**config.mk**
```make
export PLATFORM = sky130hd
export DESIGN_NAME = sem_ctrl
export DESIGN_NICKNAME = d
export VERILOG_FILES = /design/src/sv/sem_pkg.sv /design/src/sv/sem_ctrl.sv
export VERILOG_INCLUDE_DIRS = /design/src /design/src/sv
export SDC_FILE = /design/constraint.sdc
export NUM_CORES = 1
export LEC_CHECK = 0
export BUFFER_PORTS_ARGS = -buffer_cell sky130_fd_sc_hd__clkbuf_2
export CORE_AREA = 2 2 39 41
export DETAILED_ROUTE_END_ITERATION = 12
export DIE_AREA = 0 0 41 43
export PLACE_DENSITY_LB_ADDON = 0.25
export SYNTH_ARGS = -nofsm -noshare
export SYNTH_HDL_FRONTEND = slang
export SYNTH_SLANG_ARGS = --single-unit
export TNS_END_PERCENT = 10
```
**constraint.sdc**
```tcl
create_clock -name clock -period 1.3 [get_ports clock]
set_input_delay 0.065 -clock clock [delete_from_list [all_inputs] [get_ports clock]]
set_output_delay 0.065 -clock clock [all_outputs]
set_load 0.02 [all_outputs]
```
**src/sv/assert_macros.svh**
```systemverilog
// Assertion helpers shared by the RTL files.
`ifndef ASSERT_MACROS_SVH
`define ASSERT_MACROS_SVH

// A condition that must hold at every clock edge outside reset.
`define ASSERT_ALWAYS(label, clk, rst, cond) \
   label: assert property (@(posedge clk) disable iff (rst) (cond)) \
      else $error("invariant violated");

// A condition that must be followed by another in the next cycle.
`define ASSERT_NEXT(label, clk, rst, a, b) \
   label: assert property (@(posedge clk) disable iff (rst) (a) |=> (b)) \
      else $error("sequence violated");

`endif

```
**src/sv/sem_pkg.sv**
```systemverilog
package sem_pkg;

   // Configuration register indexes.
   localparam logic [1:0] CSR_LINE_WIDTH   = 2'd0;
   localparam logic [1:0] CSR_FRAME_HEIGHT = 2'd1;

   localparam int CSR_BITS     = 13;
   localparam int FH_BITS      = 13;
   localparam int FH_MAX       = 4096;
   localparam int ROW_BITS     = 12;
   localparam int SUM_BITS     = 21;
   localparam int CLAMP_SQUARE = 65281;
   localparam logic [7:0] CLAMP_VALUE = 8'd255;

   typedef struct packed {
      logic       cmd;
      logic [7:0] in_blue;
      logic [7:0] in_green;
      logic [7:0] in_red;
   } req_type;

   typedef struct packed {
      logic [7:0] out_blue;
      logic [7:0] out_green;
      logic [7:0] out_red;
      logic       frame_end;
   } rsp_type;

   typedef struct packed {
      logic       load;
      logic       window;
      logic       grad;
      logic       square;
      logic       root_step;
      logic [2:0] root_idx;
      logic       finish;
   } dp_cmd_type;

   typedef struct packed {
      logic ignore;
      logic emit;
      logic out_free;
   } dp_status_type;

endpackage

```
**src/sv/sem_ctrl.sv**
```systemverilog
`include "assert_macros.svh"
module sem_ctrl (
   input  logic                  clock,
   input  logic                  reset,
   input  logic                  req_valid,
   output logic                  req_ready,
   input  sem_pkg::dp_status_type status,
   output sem_pkg::dp_cmd_type    cmd
);
   import sem_pkg::*;

   typedef enum logic [2:0] {
      ST_IDLE, ST_WIN, ST_GRAD, ST_SQUARE, ST_ROOT, ST_FINISH
   } state_type;

   state_type  state_ff, state_in;
   logic [2:0] cnt_ff, cnt_in;

   always_comb begin
      state_in = state_ff;
      cnt_in   = cnt_ff;
      unique case (state_ff)
         ST_IDLE: begin
            if (req_valid && !status.ignore) begin
               state_in = ST_WIN;
            end
         end
         ST_WIN: begin
            state_in = status.emit ? ST_GRAD : ST_IDLE;
         end
         ST_GRAD: begin
            state_in = ST_SQUARE;
         end
         ST_SQUARE: begin
            state_in = ST_ROOT;
            cnt_in   = 3'd0;
         end
         ST_ROOT: begin
            cnt_in = cnt_ff + 3'd1;
            if (cnt_ff == 3'd7) begin
               state_in = ST_FINISH;
            end
         end
         ST_FINISH: begin
            if (status.out_free) begin
               state_in = ST_IDLE;
            end
         end
         default: state_in = ST_IDLE;
      endcase
   end

   always_ff @(posedge clock) begin
      if (reset) begin
         state_ff <= ST_IDLE;
         cnt_ff   <= 3'd0;
      end else begin
         state_ff <= state_in;
         cnt_ff   <= cnt_in;
      end
   end

   assign req_ready     = (state_ff == ST_IDLE);
   assign cmd.load      = (state_ff == ST_IDLE) && req_valid && !status.ignore;
   assign cmd.window    = (state_ff == ST_WIN);
   assign cmd.grad      = (state_ff == ST_GRAD);
   assign cmd.square    = (state_ff == ST_SQUARE);
   assign cmd.root_step = (state_ff == ST_ROOT);
   assign cmd.root_idx  = cnt_ff;
   assign cmd.finish    = (state_ff == ST_FINISH) && status.out_free;

   `ASSERT_NEXT(a_load_to_win, clock, reset, cmd.load, state_ff == ST_WIN)
   `ASSERT_NEXT(a_root_to_finish, clock, reset,
      (state_ff == ST_ROOT) && (cnt_ff == 3'd7), state_ff == ST_FINISH)

endmodule

```
==> impl_results.rst <==
.. list-table::
   :header-rows: 1

   * - Metric
     - Value
   * - GP Congestion
     - 0.678
   * - Post-synthesis register bit count
     - 6
   * - Startpoint of the tightest hold check path
     - reset
   * - Final Max Tran Viols
     - 0
   * - Outcome
     - finished clean
   * - Total I/O pin count
     - 16
   * - Reg-to-Reg Start
     - state_ff[1]$_SDFFE_PP0P_
   * - Post-synthesis net count
     - 54
   * - Leakage component of the power
     - 0.000276 µW
   * - Root Driver
     - clkbuf_4
   * - P&R area growth vs syn
     - 44.0%
   * - Detail Placement HPWL
     - 615 µm
   * - Violation count after the first detailed-routing iteration
     - 4
   * - Power density over the cells
     - 819 nW/µm²
   * - Width of the die
     - 41 µm
   * - Path type of the worst setup path
     - reg -> out
   * - Max-capacitance violation count
     - 0
   * - Total routed wirelength
     - 849 µm
   * - Clock Latency Late Sink
     - 0.25 ns
   * - Highest Clock Rate
     - 793 MHz
   * - Num CTS Buffers
     - 3
   * - Top area cells in the synthesized netlist
     - dfxtp_1 32%, a21oi_1 8.1%, ha_1 6.7%, nor2b_1 6.7%, nor3_1 5.4%
   * - Starting density of the core
     - 0.269
   * - Fraction of the yosys area taken by sequential cells
     - 0.322
   * - RSZ-0062 raised after global routing
     - false
   * - Synth cell types
     - 20
   * - Vias in the first global route
     - 319
   * - Core box area
     - 1380 µm²
   * - DIE HEIGHT
     - 43 µm
   * - Startpoint type of the worst setup path
     - register
   * - Overall Global Routing Usage
     - 0.117
   * - Final-stage net count
     - 78
   * - Final count of negative-setup-slack endpoints
     - 0
   * - Maximum number of pins on one net before global-route repair
     - 11
   * - Critical Path RT
     - 1.24 ns
   * - Slew margin rel.
     - 0.840
   * - Number of antenna violations at the first check in global routing
     - 0
   * - Clock Path Buffers
     - 2
   * - TritonRoute pass-1 iters
     - 2
   * - First-pass GRT wire length
     - 1320 µm
   * - Clock input transition at the sequential cells of the worst setup and hold paths
     - 0.05 ns
   * - Setup clock skew after layout
     - 0.00819 ns
   * - Die Outline Area
     - 1760 µm²
   * - Setup TNS after final layout
     - 0 ns
   * - FF-to-FF End
     - cnt_ff[0]$_SDFFE_PP0P_
   * - Cells on worst reg2reg path
     - 4
   * - H-tree depth reported by CTS
     - 1
   * - Quantity of hold-fixing buffers added after cts
     - 0
   * - Summed area of non-filler cells in the final layout
     - 537 µm²
   * - Share of Yosys cell area claimed by the top area cell type
     - 0.322
   * - Yosys warning count
     - 0
   * - Synth Area per Inst
     - 8.11 µm²
   * - Standard cell area after detailed placement
     - 475 µm²
   * - Port Buffers
     - 15
   * - Largest fanout of any net on the critical path
     - 6
   * - Final critical delay including setup and external delays
     - 1.26 ns
   * - Layout cells sized above 1
     - 0.441
   * - Cells after synthesis
     - 46
   * - Worst endpoint data arrival time
     - 1.20 ns
   * - Via density per instance
     - 4.54
   * - Detail Route Antenna Nets
     - 0
   * - Combined area of all synthesized cells
     - 373 µm²
   * - Path category of the worst min-delay check
     - in -> reg
   * - DR vias
     - 381
   * - Min-Delay Path Depth
     - 2
   * - Endpoint of the worst hold-timing path
     - state_ff[0]$_SDFFE_PP0P_
   * - Clock tree from TritonCTS
     - yes
   * - Post-detailed-route DRC marker count
     - 0
   * - Grt total ovfl
     - 0
   * - Worst Setup End Kind
     - output port
   * - Number of antenna repair diodes
     - 0
   * - Detail-routed net length per standard cell
     - 10.1 µm
   * - Num rows
     - 14
   * - TritonCTS sink count
     - 6
   * - Worst slew pin tran
     - 0.237 ns
   * - Cell taking the most area after synthesis
     - dfxtp_1
   * - Maximum ir drop on the vdd rail
     - 0.000503 V
   * - Setup slack of the most critical reg-to-reg path
     - 0.10 ns
   * - Crit share post-route
     - 0.970
   * - Final count of hold timing violations
     - 0
-- synthesized netlist by cell type, drive strengths merged --
library cell  count
a21oi             6
dfxtp             6
nor2b             5
nor2              4
nor3              4
inv               3
nor4              3
buf               2
ha                2
nand2b            2
a211o             1
and2b             1
and3              1
mux2i             1
nand2             1
nand3             1
o211ai            1
or2               1
or3b              1
-- cell families after synthesis --
logic type	synth area share
AOI/OAI and AO/OA	0.124
and+or+nand+nor	0.389
DFF	0.322
buffers and inverters	0.0705
muxes	0.0268
adders and majority gates	0.0671
-- layout by cell type (no fill, tap or decap), drive strengths merged, types with 2 or more instances in the layout --
cell type | Yosys | final
nor2 | 4 | 4
nor3 | 4 | 4
clkbuf | 0 | 18
inv | 3 | 3
nor2b | 5 | 5
nand2b | 2 | 2
buf | 2 | 6
ha | 2 | 2
dfxtp | 6 | 6
a21oi | 6 | 6
nor4 | 3 | 3
-- power breakdown --
part	total (µW)	internal (µW)	leakage, µW	switching, µW
clock network	174	105	0.0000138	69.8
registers	193	187	0.0000500	5.71
logic	72.6	33.6	0.000213	38.9
total	440	325	0.000276	114
-- metal layers --
layer  vias to the layer above  wire (µm)  track usage
met1                       161        421        0.141
li1                        204          -            -
met3                         2         67       0.0471
met2                        14        356        0.153
met5                         -          0            0
met4                         0          4        0.100
-- worst max-delay path by stage --
stage	cells after the start	startpoint	end	slack, ns
6_report	3	state_ff[1]$_SDFFE_PP0P_	cmd[4]	0.04
5_1_grt	3	state_ff[1]$_SDFFE_PP0P_	cmd[4]	0.008
4_1_cts	3	state_ff[0]$_SDFFE_PP0P_	cmd[4]	0.004
3_5_place_dp	5	cnt_ff[0]$_SDFFE_PP0P_	state_ff[0]$_SDFFE_PP0P_	0.14
3_3_place_gp	5	cnt_ff[0]$_SDFFE_PP0P_	state_ff[0]$_SDFFE_PP0P_	0.16
2_1_floorplan	2	state_ff[0]$_SDFFE_PP0P_	cmd[8]	0.06
-- worst max-delay path, stage by stage, from the launching register on --
cell and delay [ns]:
dfxtp_4 0.35, or3b_4 0.41, inv_2 0.06, clkbuf_8 0.13
-- through the flow --
stage / std cells / power [µW] / setup slack [ns] / hold WS [ns] / utilization
floorplan: 46 / 238 / 0.0588 / 0.134 / -
global placement: 78 / 264 / 0.160 / 0.327 / 0.344
detailed placement: 78 / 264 / 0.141 / 0.338 / 0.344
CTS: 84 / 454 / 0.00356 / 0.0552 / 0.386
global route: 84 / 472 / 0.00819 / 0.0727 / 0.388
finish: 84 / 440 / 0.0396 / 0.0609 / 0.388
-- sequential cells by signal (all words and copies together) (netlist names) --
| name | flops |
|---|---|
| cnt_ff | 3 |
| state_ff | 3 |
-- final cells by class --
class	instances	area, µm²
Fill cell	155	847
Multi-Input combinational cell	35	226
Timing Repair Buffer	21	129
Sequential cell	6	128
Clock buffer	3	22.5
Tap cell	16	20.0
Inverter	3	11.3
-- timing repair --
action	4_1_cts	5_1_grt
endpoints found under the setup margin	3	2
setup buffers	3	0
pin swaps	1	1
gates resized for setup	6	2
(Power assumes the default switching activity.)
